## src/rtl/core/ultrasonic_echo_ranger_assert.svh

```systemverilog
// assertion macros for the ultrasonic echo ranger
// expects signals named clock and reset in the scope of each use
`ifndef ULTRASONIC_ECHO_RANGER_ASSERT_SVH
`define ULTRASONIC_ECHO_RANGER_ASSERT_SVH

`ifndef SYNTHESIS

`define URE_ASSERT_IMPL(label, ante, cons) \
   label: assert property (@(posedge clock) disable iff (reset) (ante) |-> (cons)) \
      else $error("ure assertion failed");

`define URE_ASSERT_NEXT(label, ante, cons) \
   label: assert property (@(posedge clock) disable iff (reset) (ante) |=> (cons)) \
      else $error("ure assertion failed");

`else

`define URE_ASSERT_IMPL(label, ante, cons)

`define URE_ASSERT_NEXT(label, ante, cons)

`endif

`endif

```

## src/rtl/core/ure_pkg.sv

```systemverilog
`timescale 1ns / 1ps
// shared types and constants for the ultrasonic echo ranger
// no dependencies
package ure_pkg;

   localparam int NOW_W  = 32;
   localparam int CAP_W  = 16;
   localparam int CFG_W  = 16;
   localparam int DIST_W = 11;
   localparam int IDX_W  = 2;

   typedef enum logic [1:0] {
      PH_IDLE = 2'd0,
      PH_RISE = 2'd1,
      PH_FALL = 2'd2
   } phase_type;

   typedef enum logic [1:0] {
      FUNC_TICK = 2'd0,
      FUNC_EDGE = 2'd1,
      FUNC_TAKE = 2'd2
   } func_type;

   localparam logic [IDX_W-1:0] CSR_PERIOD  = 2'd0;
   localparam logic [IDX_W-1:0] CSR_TIMEOUT = 2'd1;
   localparam logic [IDX_W-1:0] CSR_MAX_ECHO = 2'd2;

   localparam logic [CFG_W-1:0] PERIOD_RESET   = 16'd100;
   localparam logic [CFG_W-1:0] TIMEOUT_RESET  = 16'd50;
   localparam logic [CFG_W-1:0] MAX_ECHO_RESET = 16'd25000;

   // width / 58 as (width * 72316) >> 22, exact for 16-bit widths
   localparam int DIV_SHIFT = 22;
   localparam int DIV_MUL_W = 17;
   localparam int PROD_W    = CAP_W + DIV_MUL_W;
   localparam logic [DIV_MUL_W-1:0] DIV_MULT = 17'd72316;

   typedef struct packed {
      logic [CFG_W-1:0] period;
      logic [CFG_W-1:0] timeout;
      logic [CFG_W-1:0] max_echo;
   } cfg_type;

   typedef struct packed {
      logic              trigger_fire;
      logic              capture_on_falling;
      logic [1:0]        phase;
      logic [DIST_W-1:0] distance_cm;
      logic              reading_taken;
      logic              new_reading;
   } rsp_type;

endpackage

```

## src/rtl/core/ure_if.sv

```systemverilog
`timescale 1ns / 1ps
// channel interfaces for the ultrasonic echo ranger: request, response, csr write
// depends on ure_pkg
interface ure_req_if import ure_pkg::*; ();
   logic             valid;
   logic             ready;
   logic [1:0]       func;
   logic [NOW_W-1:0] now_ms;
   logic [CAP_W-1:0] captured_us;

   modport source (output valid, func, now_ms, captured_us, input ready);
   modport sink (input valid, func, now_ms, captured_us, output ready);
endinterface

interface ure_rsp_if import ure_pkg::*; ();
   logic              valid;
   logic              ready;
   logic              trigger_fire;
   logic              capture_on_falling;
   logic [1:0]        phase;
   logic [DIST_W-1:0] distance_cm;
   logic              reading_taken;
   logic              new_reading;

   modport source (output valid, trigger_fire, capture_on_falling, phase, distance_cm,
                   reading_taken, new_reading, input ready);
   modport sink (input valid, trigger_fire, capture_on_falling, phase, distance_cm,
                 reading_taken, new_reading, output ready);
endinterface

interface ure_csr_if import ure_pkg::*; ();
   logic             valid;
   logic             ready;
   logic [IDX_W-1:0] index;
   logic [CFG_W-1:0] data;

   modport source (output valid, index, data, input ready);
   modport sink (input valid, index, data, output ready);
endinterface

```

## src/rtl/core/ultrasonic_echo_ranger.sv

```systemverilog
`timescale 1ns / 1ps
// ultrasonic echo ranger top level: request register, sequencer core, response register
// depends on ure_pkg, ure_if, ure_csr, ure_core and ultrasonic_echo_ranger_assert.svh
//
// usage:
//   req_chan carries one transaction per event: func 0 a millisecond tick (now_ms),
//   func 1 a captured echo edge (captured_us), func 2 a take of the fresh flag
//   rsp_chan returns exactly one transaction per request, in order
//   csr_chan writes period, timeout and max echo width, index 0 to 2; other
//   indices are ignored; csr_chan is always ready
// timing:
//   a request is held in the request register and then in the response register
//   throughput is one transaction per cycle while rsp_chan is not stalled; the
//   request register and the response register each hold one transaction, and the
//   sequencer state is updated in the cycle a transaction moves from one to the other
// reset:
//   phase idle, distance and fresh flag zero, last trigger time zero,
//   registers at period 100, timeout 50, max echo 25000
// backpressure:
//   while rsp_chan is stalled the response holds, the request register fills
//   and then req_chan ready drops; nothing is lost or repeated
`include "ultrasonic_echo_ranger_assert.svh"

module ultrasonic_echo_ranger import ure_pkg::*; #(
   parameter int CAPTURE_BITS = 16
) (
   input logic         clock,
   input logic         reset,
   ure_req_if.sink     req_chan,
   ure_rsp_if.source   rsp_chan,
   ure_csr_if.sink     csr_chan
);

   logic             in_valid_ff, in_valid_in;
   logic [1:0]       func_ff;
   logic [NOW_W-1:0] now_ff;
   logic [CAP_W-1:0] cap_ff;
   logic             rsp_valid_ff, rsp_valid_in;
   rsp_type          rsp_ff;
   rsp_type          result;
   cfg_type          cfg;
   logic             advance, go, req_accept;

   assign advance        = !rsp_valid_ff || rsp_chan.ready;
   assign go             = in_valid_ff && advance;
   assign req_chan.ready = !in_valid_ff || advance;
   assign req_accept     = req_chan.valid && req_chan.ready;
   assign csr_chan.ready = 1'b1;

   ure_csr u_csr (
      .clock    (clock),
      .reset    (reset),
      .wr_en    (csr_chan.valid && csr_chan.ready),
      .wr_index (csr_chan.index),
      .wr_data  (csr_chan.data),
      .cfg      (cfg)
   );

   ure_core #(
      .CAPTURE_BITS (CAPTURE_BITS)
   ) u_core (
      .clock       (clock),
      .reset       (reset),
      .go          (go),
      .func        (func_ff),
      .now_ms      (now_ff),
      .captured_us (cap_ff),
      .cfg         (cfg),
      .result      (result)
   );

   always_comb begin
      in_valid_in = in_valid_ff;
      if (req_accept) begin
         in_valid_in = 1'b1;
      end else if (go) begin
         in_valid_in = 1'b0;
      end
      rsp_valid_in = rsp_valid_ff;
      if (go) begin
         rsp_valid_in = 1'b1;
      end else if (rsp_chan.ready) begin
         rsp_valid_in = 1'b0;
      end
   end

   always_ff @(posedge clock) begin
      if (reset) begin
         in_valid_ff  <= 1'b0;
         rsp_valid_ff <= 1'b0;
      end else begin
         in_valid_ff  <= in_valid_in;
         rsp_valid_ff <= rsp_valid_in;
      end
   end

   always_ff @(posedge clock) begin
      if (req_accept) begin
         func_ff <= req_chan.func;
         now_ff  <= req_chan.now_ms;
         cap_ff  <= req_chan.captured_us;
      end
      if (go) begin
         rsp_ff <= result;
      end
   end

   assign rsp_chan.valid              = rsp_valid_ff;
   assign rsp_chan.trigger_fire       = rsp_ff.trigger_fire;
   assign rsp_chan.capture_on_falling = rsp_ff.capture_on_falling;
   assign rsp_chan.phase              = rsp_ff.phase;
   assign rsp_chan.distance_cm        = rsp_ff.distance_cm;
   assign rsp_chan.reading_taken      = rsp_ff.reading_taken;
   assign rsp_chan.new_reading        = rsp_ff.new_reading;

   `URE_ASSERT_IMPL(a_fire_arms_rise, rsp_chan.valid && rsp_chan.trigger_fire,
                    rsp_chan.phase == PH_RISE)
   `URE_ASSERT_IMPL(a_new_reading_idle, rsp_chan.valid && rsp_chan.new_reading,
                    rsp_chan.phase == PH_IDLE && !rsp_chan.trigger_fire)
   `URE_ASSERT_IMPL(a_polarity_phase, rsp_chan.valid,
                    rsp_chan.capture_on_falling == (rsp_chan.phase == PH_FALL))
   `URE_ASSERT_NEXT(a_request_held, in_valid_ff && !advance, in_valid_ff && $stable(func_ff))

endmodule

```

## src/rtl/core/ure_csr.sv

```systemverilog
`timescale 1ns / 1ps
// configuration registers of the ultrasonic echo ranger
// depends on ure_pkg
module ure_csr import ure_pkg::*; (
   input  logic             clock,
   input  logic             reset,
   input  logic             wr_en,
   input  logic [IDX_W-1:0] wr_index,
   input  logic [CFG_W-1:0] wr_data,
   output cfg_type          cfg
);

   cfg_type cfg_ff;
   cfg_type cfg_in;

   always_comb begin
      cfg_in = cfg_ff;
      if (wr_en) begin
         unique case (wr_index)
            CSR_PERIOD:   cfg_in.period   = wr_data;
            CSR_TIMEOUT:  cfg_in.timeout  = wr_data;
            CSR_MAX_ECHO: cfg_in.max_echo = wr_data;
            default: ;
         endcase
      end
   end

   always_ff @(posedge clock) begin
      if (reset) begin
         cfg_ff.period   <= PERIOD_RESET;
         cfg_ff.timeout  <= TIMEOUT_RESET;
         cfg_ff.max_echo <= MAX_ECHO_RESET;
      end else begin
         cfg_ff <= cfg_in;
      end
   end

   assign cfg = cfg_ff;

endmodule

```

## src/rtl/core/ure_core.sv

```systemverilog
`timescale 1ns / 1ps
// ranging sequencer state and per-transaction next-state logic
// depends on ure_pkg
module ure_core import ure_pkg::*; #(
   parameter int CAPTURE_BITS = 16
) (
   input  logic             clock,
   input  logic             reset,
   input  logic             go,
   input  logic [1:0]       func,
   input  logic [NOW_W-1:0] now_ms,
   input  logic [CAP_W-1:0] captured_us,
   input  cfg_type          cfg,
   output rsp_type          result
);

   localparam int CmpW = (CAPTURE_BITS > CFG_W) ? CAPTURE_BITS : CFG_W;

   phase_type                phase_ff, phase_in;
   logic [CAPTURE_BITS-1:0]  start_ff, start_in;
   logic [DIST_W-1:0]        dist_ff, dist_in;
   logic                     fresh_ff, fresh_in;
   logic [NOW_W-1:0]         trig_ff, trig_in;

   logic [CAPTURE_BITS-1:0]  cap;
   logic [CAPTURE_BITS-1:0]  width;
   logic [NOW_W-1:0]         elapsed;
   logic                     in_range;
   logic                     active;
   logic [PROD_W-1:0]        prod;
   logic                     fire, taken, fresh_now;

   assign cap      = CAPTURE_BITS'(captured_us);
   assign width    = cap - start_ff;
   assign elapsed  = now_ms - trig_ff;
   assign in_range = CmpW'(width) < CmpW'(cfg.max_echo);
   assign prod     = PROD_W'(CAP_W'(width)) * PROD_W'(DIV_MULT);
   assign active   = (phase_ff == PH_RISE) || (phase_ff == PH_FALL);

   always_comb begin
      phase_in  = phase_ff;
      start_in  = start_ff;
      dist_in   = dist_ff;
      fresh_in  = fresh_ff;
      trig_in   = trig_ff;
      fire      = 1'b0;
      taken     = 1'b0;
      fresh_now = 1'b0;
      case (func_type'(func))
         FUNC_TICK: begin
            if (!active) begin
               if (elapsed >= NOW_W'(cfg.period)) begin
                  trig_in  = now_ms;
                  phase_in = PH_RISE;
                  fire     = 1'b1;
               end
            end else if (elapsed >= NOW_W'(cfg.timeout)) begin
               phase_in = PH_IDLE;
            end
         end
         FUNC_EDGE: begin
            case (phase_ff)
               PH_RISE: begin
                  start_in = cap;
                  phase_in = PH_FALL;
               end
               PH_FALL: begin
                  phase_in = PH_IDLE;
                  if (in_range) begin
                     dist_in   = prod[DIV_SHIFT +: DIST_W];
                     fresh_in  = 1'b1;
                     fresh_now = 1'b1;
                  end
               end
               default: ;
            endcase
         end
         FUNC_TAKE: begin
            taken    = fresh_ff;
            fresh_in = 1'b0;
         end
         default: ;
      endcase
   end

   always_comb begin
      result.trigger_fire       = fire;
      result.capture_on_falling = (phase_in == PH_FALL);
      result.phase              = phase_in;
      result.distance_cm        = dist_in;
      result.reading_taken      = taken;
      result.new_reading        = fresh_now;
   end

   always_ff @(posedge clock) begin
      if (reset) begin
         phase_ff <= PH_IDLE;
         start_ff <= '0;
         dist_ff  <= '0;
         fresh_ff <= 1'b0;
         trig_ff  <= '0;
      end else if (go) begin
         phase_ff <= phase_in;
         start_ff <= start_in;
         dist_ff  <= dist_in;
         fresh_ff <= fresh_in;
         trig_ff  <= trig_in;
      end
   end

endmodule
```

## src/flat_wrapper.sv

```systemverilog
// flat-port wrapper written by rule: the top's interface ports become plain ports
module ultrasonic_echo_ranger_flat import ure_pkg::*;
#(
   parameter int CAPTURE_BITS = 16
)
  (clock, reset, req_chan_valid, req_chan_func, req_chan_now_ms, req_chan_captured_us, req_chan_ready, rsp_chan_valid, rsp_chan_trigger_fire, rsp_chan_capture_on_falling, rsp_chan_phase, rsp_chan_distance_cm, rsp_chan_reading_taken, rsp_chan_new_reading, rsp_chan_ready, csr_chan_valid, csr_chan_index, csr_chan_data, csr_chan_ready);
  ure_req_if req_chan_i ();
  ure_rsp_if rsp_chan_i ();
  ure_csr_if csr_chan_i ();
  input logic clock;
  input logic reset;
  input wire logic [$bits(req_chan_i.valid)-1:0] req_chan_valid;
  input wire logic [$bits(req_chan_i.func)-1:0] req_chan_func;
  input wire logic [$bits(req_chan_i.now_ms)-1:0] req_chan_now_ms;
  input wire logic [$bits(req_chan_i.captured_us)-1:0] req_chan_captured_us;
  output wire logic [$bits(req_chan_i.ready)-1:0] req_chan_ready;
  output wire logic [$bits(rsp_chan_i.valid)-1:0] rsp_chan_valid;
  output wire logic [$bits(rsp_chan_i.trigger_fire)-1:0] rsp_chan_trigger_fire;
  output wire logic [$bits(rsp_chan_i.capture_on_falling)-1:0] rsp_chan_capture_on_falling;
  output wire logic [$bits(rsp_chan_i.phase)-1:0] rsp_chan_phase;
  output wire logic [$bits(rsp_chan_i.distance_cm)-1:0] rsp_chan_distance_cm;
  output wire logic [$bits(rsp_chan_i.reading_taken)-1:0] rsp_chan_reading_taken;
  output wire logic [$bits(rsp_chan_i.new_reading)-1:0] rsp_chan_new_reading;
  input wire logic [$bits(rsp_chan_i.ready)-1:0] rsp_chan_ready;
  input wire logic [$bits(csr_chan_i.valid)-1:0] csr_chan_valid;
  input wire logic [$bits(csr_chan_i.index)-1:0] csr_chan_index;
  input wire logic [$bits(csr_chan_i.data)-1:0] csr_chan_data;
  output wire logic [$bits(csr_chan_i.ready)-1:0] csr_chan_ready;
  assign req_chan_i.valid = req_chan_valid;
  assign req_chan_i.func = req_chan_func;
  assign req_chan_i.now_ms = req_chan_now_ms;
  assign req_chan_i.captured_us = req_chan_captured_us;
  assign req_chan_ready = req_chan_i.ready;
  assign rsp_chan_valid = rsp_chan_i.valid;
  assign rsp_chan_trigger_fire = rsp_chan_i.trigger_fire;
  assign rsp_chan_capture_on_falling = rsp_chan_i.capture_on_falling;
  assign rsp_chan_phase = rsp_chan_i.phase;
  assign rsp_chan_distance_cm = rsp_chan_i.distance_cm;
  assign rsp_chan_reading_taken = rsp_chan_i.reading_taken;
  assign rsp_chan_new_reading = rsp_chan_i.new_reading;
  assign rsp_chan_i.ready = rsp_chan_ready;
  assign csr_chan_i.valid = csr_chan_valid;
  assign csr_chan_i.index = csr_chan_index;
  assign csr_chan_i.data = csr_chan_data;
  assign csr_chan_ready = csr_chan_i.ready;
  ultrasonic_echo_ranger #(.CAPTURE_BITS(CAPTURE_BITS)) u_core (.clock(clock), .reset(reset), .req_chan(req_chan_i), .rsp_chan(rsp_chan_i), .csr_chan(csr_chan_i));
endmodule
```

## config.mk

```make
export PLATFORM = sky130hd
export DESIGN_NAME = ultrasonic_echo_ranger_flat
export DESIGN_NICKNAME = d
export VERILOG_FILES = /design/src/rtl/core/ure_pkg.sv /design/src/rtl/core/ure_if.sv /design/src/rtl/core/ultrasonic_echo_ranger.sv /design/src/rtl/core/ure_csr.sv /design/src/rtl/core/ure_core.sv /design/src/flat_wrapper.sv
export VERILOG_INCLUDE_DIRS = /design/src /design/src/rtl/core
export SDC_FILE = /design/constraint.sdc
export NUM_CORES = 1
export LEC_CHECK = 0
export BUFFER_PORTS_ARGS = -buffer_cell sky130_fd_sc_hd__buf_2
export CAP_MARGIN = 25
export CORE_MARGIN = 4
export CORE_UTILIZATION = 45
export DETAILED_ROUTE_END_ITERATION = 7
export PLACE_DENSITY = 0.59
export SYNTH_ARGS = -nofsm -noshare
export SYNTH_HDL_FRONTEND = slang
export SYNTH_SLANG_ARGS = --single-unit
```

## constraint.sdc

```tcl
create_clock -name clock -period 17.8 [get_ports clock]
set_input_delay 0 -clock clock [delete_from_list [all_inputs] [get_ports clock]]
set_output_delay 0 -clock clock [all_outputs]
set_load 0.03 [all_outputs]
```

==> impl_metrics.env, run 1 <==
export IMPL_clkLatencyLatePin_ns=0.44
export IMPL_ant_nets=0
export IMPL_final_cell_mix="inv_1 (264), nand2_1 (219), ha_1 (206), a21oi_1 (114), dfxtp_1 (112)"
export IMPL_grt_pass1_wl_um=55400
export IMPL_p_clk_frac=0.135
export IMPL_cts_root_buffer="clkbuf_16"
export IMPL_crit_slowest_cell="fa_1"
export IMPL_area_sequential_um2=4250
export IMPL_portBuffers=91
export IMPL_synth_nets=1924
export IMPL_crit_type="reg -> reg"
export IMPL_max_clock_path_buffers=2
export IMPL_synth_edf_count=67
export IMPL_min_period_over_period=0.515
export IMPL_diodes=0
export IMPL_worst_pin_slew_ns=1.03
export IMPL_synth_top_family_by_area="adder cells"
export IMPL_die_h_um=188
export IMPL_cts_tree="built"
export IMPL_worstSetupEndpointType="flop"
export IMPL_overflow=0
export IMPL_min_path_type="in -> reg"
export IMPL_start_kind="flop"
export IMPL_intPower_w=0.00156
export IMPL_cts_resized=0
export IMPL_cellPowerDensity_nw_per_um2=174
export IMPL_p_sw_frac=0.462
export IMPL_r2r_slack_ns=8.63
export IMPL_cts_max_level=4
export IMPL_dr_pass1_iters=4
export IMPL_numCtsBuffers=17
export IMPL_final_nets=2073
export IMPL_dominantRegCellSynth="dfxtp_1"
export IMPL_row_count=65
export IMPL_critical_path_buf_inv_count=7
export IMPL_drcViolationCount=0
export IMPL_drt_wl_total_um=32700
export IMPL_setup_viol=0
export IMPL_core_um2=31700
export IMPL_synth_adder_area_share=0.291
export IMPL_num_fill_cells=2985
export IMPL_cp_required_ns=18.00
export IMPL_p_switching_w=0.00134
export IMPL_slew_violations=0
export IMPL_critPathMaxStageDelay_ns=0.54
export IMPL_hold_violations=0
export IMPL_drt_iter0_drc=526
export IMPL_cts_sinks=179
export IMPL_synth_top_cell_area_share=0.178
export IMPL_rsz0062_at_grt="false"
export IMPL_fin_crit_ns=9.17
export IMPL_final_common_cell="inv_1"
export IMPL_cp_arrival_ns=9.37
export IMPL_initial_core_util=0.458
export IMPL_antenna_found_initial=0
export IMPL_grt_util_all_layers=0.191
export IMPL_clk_pin_slew_ns=0.08
export IMPL_path_delay_family="adder cells"
export IMPL_dpl_worst_slack_ns=8.62
export IMPL_comb_power_share=0.710
export IMPL_muxShareOfSynthArea=0.0420
export IMPL_cap_violations=0
export IMPL_die_w_um=188
export IMPL_relSlewSlack=0.309
export IMPL_max_freq_ghz=0.109
export IMPL_yosys_area_share_simple=0.118
export IMPL_power_frac_seq=0.154
export IMPL_yosysTopAreaCell="ha_1"
export IMPL_ys_top_cells_by_area="ha_1 (18%), dfxtp_1 (15%), edfxtp_1 (14%)"
export IMPL_grt_pass1_vias=11229
export IMPL_gp_congestion=0.906
export IMPL_synth_xor_area_share=0.0404
export IMPL_synth_avg_cell_area_um2=9.28
export IMPL_syn_to_final_growth_pct=14.6
export IMPL_synth_seq_cells=179
export IMPL_grt_max_degree=78
export IMPL_fin_skew_ns=0.0111
export IMPL_ys_async_sr_fraction=0
export IMPL_vias=10901
export IMPL_synth_seq_area_share=0.293
export IMPL_hp_start="csr_chan_index[1]"
export IMPL_syn_area_um2=14500
export IMPL_setup_tns_ns=0
export IMPL_synth_distinct_cells=85
export IMPL_synth_compound_gate_area_share=0.132
export IMPL_dp_hpwl_um=25600
export IMPL_dieArea_um2=35200
export IMPL_critPathMaxFanout=6
export IMPL_yosysWarnings=0
export IMPL_io_pins=93
export IMPL_drt_vias_per_instance=5.13
export IMPL_drive_gt1_frac=0.106
export IMPL_vdd_ir_drop_max_v=0.000220
export IMPL_wl_per_cell_um=15.4
export IMPL_status="complete, no violations"
export IMPL_netlist_instances=1563
export IMPL_p_leak_nw=7.38
export IMPL_multiInputGateArea_um2=9050
export IMPL_fin_ws_ns=8.63
export IMPL_critPathLaunch="u_core.cap_ff[0]$_DFFE_PP_"
export IMPL_r2r_start="u_core.cap_ff[0]$_DFFE_PP_"
==> layout make-up <==
class,instances,share of cell area
Multi-Input combinational cell,1078,0.544
Sequential cell,179,0.256
Tap cell,402,0.0302
Timing Repair Buffer,171,0.0739
Inverter,265,0.0598
Clock buffer,18,0.0264
Clock inverter,14,0.00985
==> cells in the mapped netlist (13+ instances only) <==
master    number
nand2_1      219
dfxtp_1      112
fa_1          82
xor2_1        19
a21oi_1      114
nor2_1        63
o21ai_0       39
inv_1        264
xnor2_1       46
mux2i_1       44
nand4_1       13
a21o_1        31
clkbuf_1      28
ha_1         206
mux2_2        15
edfxtp_1      67
==> final timing paths <==
kind,endpoint,cells past startpoint
min reg2reg,u_core.u_core.trig_ff[7]$_SDFFE_PP0P_,2
max reg2reg,u_core.rsp_chan.distance_cm[10]$_DFFE_PP_,34
min,u_core.u_csr.cfg[33]$_SDFFE_PP0P_,5
max,u_core.rsp_chan.distance_cm[10]$_DFFE_PP_,34
==> kinds of logic (layout without fill, tap and decap cells) <==
| logic type | after synthesis | in the layout |
|---|---|---|
| muxes | 59 | 59 |
| AOI/OAI and AO/OA | 283 | 283 |
| adders and majority gates | 288 | 288 |
| DFF | 179 | 179 |
| buffers and inverters | 306 | 468 |
| other | 1 | 1 |
| and+or+nand+nor | 381 | 381 |
| xor gates and xnor gates | 66 | 66 |
==> worst reg2reg max path: cells and delay by family (launching register included) <==
kind	cells	cell delay, ns
buffers and inverters	7	0.55
flip-flops	1	0.38
AO/OA/AOI/OAI	13	2.86
XOR/XNOR	2	0.46
AND/OR/NAND/NOR	2	0.50
multiplexers	1	0.27
adder cells (fa/ha/maj)	9	3.91
==> per-layer routing <==
layer  track usage  up-vias  part of all wire
met5             0        -                 0
met4        0.0491        0             0.018
met3        0.0249       29             0.023
met2         0.351      121              0.51
met1         0.236     5196              0.45
li1              -     5555                 -
==> flip-flops by register name (all words and copies together), names as in the netlist <==
name	cells
u_core.u_csr.cfg	48
u_core.now_ff	32
u_core.u_core.trig_ff	32
u_core.cap_ff	16
u_core.u_core.start_ff	16
u_core.rsp_chan.distance_cm	11
u_core.u_core.dist_ff	11
u_core.func_ff	2
u_core.rsp_chan.phase	2
u_core.u_core.phase_ff	2
u_core.in_valid_ff	1
u_core.rsp_chan.capture_on_falling	1
u_core.rsp_chan.new_reading	1
u_core.rsp_chan.reading_taken	1
u_core.rsp_chan.trigger_fire	1
u_core.rsp_chan.valid	1
u_core.u_core.fresh_ff	1
==> timing repair <==
action,CTS,global route
buffers inserted,0,0
hold endpoints to repair,100,0
hold buffers,69,0
==> power by group through the flow <==
stage / sequential [W] / clock [W] / combinational [W]
3_3_place_gp: 0.000456 / 0 / 0.00200
5_1_grt: 0.000449 / 0.000422 / 0.00240
6_report: 0.000447 / 0.000391 / 0.00206
2_1_floorplan: 0.000457 / 0 / 0.00158
3_5_place_dp: 0.000457 / 0 / 0.00205
4_1_cts: 0.000447 / 0.000402 / 0.00208
==> metrics by stage <==
stage	hold slack (ns)	area [um2]	utilization	total power, W	cells
2_1_floorplan	0.0989	14500	-	0.00204	1563
3_3_place_gp	0.176	15300	0.483	0.00246	2024
3_5_place_dp	0.178	15300	0.484	0.00250	2025
4_1_cts	0.113	16600	0.524	0.00293	2126
5_1_grt	0.157	16600	0.525	0.00328	2127
6_report	0.128	16600	0.525	0.00290	2127
Note: power is estimated with default switching activity, not from simulation.
==> run 2: changes to the inputs <==
- clock period: 17.8 -> 9.2 ns (I/O delays scaled with it)
==> impl_metrics.env, run 2 (same netlist as run 1, synthesis figures left out) <==
export IMPL_antenna_found_initial=0
export IMPL_ant_nets=0
export IMPL_max_clock_path_buffers=2
export IMPL_cts_sinks=179
export IMPL_fin_skew_ns=0.00863
export IMPL_drt_wl_total_um=32500
export IMPL_row_count=65
export IMPL_cts_root_buffer="clkbuf_16"
export IMPL_initial_core_util=0.458
export IMPL_final_cell_area_um2=16700
export IMPL_min_path_type="in -> reg"
export IMPL_portBuffers=91
export IMPL_num_fill_cells=2874
export IMPL_diodes=0
export IMPL_cp_arrival_ns=8.73
export IMPL_cp_required_ns=9.39
export IMPL_top_layer="met4"
export IMPL_syn_to_final_growth_pct=15.2
export IMPL_wl_met2_um=16700
export IMPL_cts_tree="built"
export IMPL_hold_violations=0
export IMPL_placed_area_um2=15400
export IMPL_setup_tns_ns=0
export IMPL_worstSetupEndpointType="flop"
export IMPL_rsz0062_at_grt="false"
export IMPL_vdd_ir_drop_max_v=0.000500
export IMPL_wl_per_cell_um=15.3
export IMPL_grt_pass1_wl_um=54500
export IMPL_cellPowerDensity_nw_per_um2=335
export IMPL_clkLatencyLatePin_ns=0.44
export IMPL_worst_pin_slew_ns=0.957
export IMPL_setup_viol=0
export IMPL_numCtsBuffers=17
export IMPL_vias=10802
export IMPL_status="complete, no violations"
export IMPL_dp_hpwl_um=25300
export IMPL_grt_pass1_vias=11127
export IMPL_dieArea_um2=35200
export IMPL_largest_register_ffs=48
export IMPL_start_kind="flop"
export IMPL_io_pins=93
export IMPL_numPlacedInstances=2029
export IMPL_relSlewSlack=0.360
export IMPL_wl_met1_um=14600
export IMPL_final_util=0.527
export IMPL_final_common_cell="inv_1"
export IMPL_fin_crit_ns=8.54
export IMPL_overflow=0
export IMPL_power_w=0.00560
export IMPL_die_h_um=188
export IMPL_drt_iter0_drc=357
export IMPL_final_nets=2078
export IMPL_p_leak_nw=7.41
export IMPL_critPathMaxStageDelay_ns=0.54
export IMPL_crit_type="reg -> reg"
export IMPL_drcViolationCount=0
export IMPL_dr_pass1_iters=5
export IMPL_grt_util_all_layers=0.187
export IMPL_drt_vias_per_instance=5.07
export IMPL_crit_slowest_cell="fa_1"
export IMPL_final_cell_mix="inv_1 (264), nand2_1 (219), ha_1 (206), a21oi_1 (114), dfxtp_1 (112)"
export IMPL_slew_violations=0
export IMPL_die_w_um=188
export IMPL_grt_max_degree=78
export IMPL_cap_violations=0
export IMPL_cts_max_level=4
export IMPL_final_cells=2132
export IMPL_drive_gt1_frac=0.110
export IMPL_critPathMaxFanout=6
export IMPL_dr_wl_met3_um=709
export IMPL_clk_pin_slew_ns=0.07
export IMPL_min_period_over_period=0.928
export IMPL_gp_congestion=0.904
export IMPL_core_um2=31700
export IMPL_max_freq_ghz=0.117
-- run 2: metrics by stage --
step,hold slack [ns],setup slack [ns]
after floorplan,0.0989,0.876
after global placement,0.176,0.358
after detailed placement,0.178,0.247
after CTS,0.103,0.222
after global routing,0.131,0.0517
final,0.123,0.661
-- run 2: worst paths after layout --
kind | startpoint | endpoint | slack (ns) | cells past startpoint
worst max-delay path | u_core.cap_ff[0]$_DFFE_PP_ | u_core.rsp_chan.distance_cm[9]$_DFFE_PP_ | 0.66 | 34
worst min-delay path | csr_chan_index[0] | u_core.u_csr.cfg[33]$_SDFFE_PP0P_ | 0.12 | 5
worst max register to register | u_core.cap_ff[0]$_DFFE_PP_ | u_core.rsp_chan.distance_cm[9]$_DFFE_PP_ | 0.66 | 34
worst min register to register | u_core.u_core.start_ff[6]$_SDFFE_PP0P_ | u_core.u_core.start_ff[6]$_SDFFE_PP0P_ | 0.45 | 2
-- run 2: where the power goes --
group          switching [W]  internal (W)  total (W)
Sequential         0.0000150      0.000851   0.000866
Clock               0.000327      0.000439   0.000767
Combinational        0.00223       0.00174    0.00396
-- run 2: worst max-delay path: cells and delay by family (launching register included) --
| family | cells | cell delay [ns] |
|---|---|---|
| compound gates | 13 | 2.46 |
| xor+xnor | 2 | 0.36 |
| fa+ha+maj | 9 | 3.91 |
| buf+inv | 7 | 0.50 |
| flops | 1 | 0.39 |
| mux | 1 | 0.27 |
| simple gates | 2 | 0.43 |
-- run 2: area by class of cell --
| cell class | instances | area (um2) | area share |
|---|---|---|---|
| multi-input cells | 1078 | 9080 | 0.543 |
| flip-flops and latches | 179 | 4250 | 0.255 |
| repair buffers | 176 | 1270 | 0.0758 |
| inverters | 265 | 995 | 0.0595 |
| well taps | 402 | 503 | 0.0301 |
| clock buffers | 19 | 443 | 0.0265 |
| clock inverters | 13 | 173 | 0.0103 |
-- run 2: per-layer routing --
metal | vias to the layer above | track usage
met2 | 119 | 0.342
met3 | 31 | 0.0251
li1 | 5555 | -
met1 | 5097 | 0.234
met4 | 0 | 0.0483
met5 | - | 0
-- run 2: what timing repair did --
action | in CTS | in global routing
endpoints found under the hold margin | 100 | 0
resized for setup | 0 | 5
endpoints found under the setup margin | 0 | 6
buffers inserted | 0 | 0
hold buffers | 69 | 0
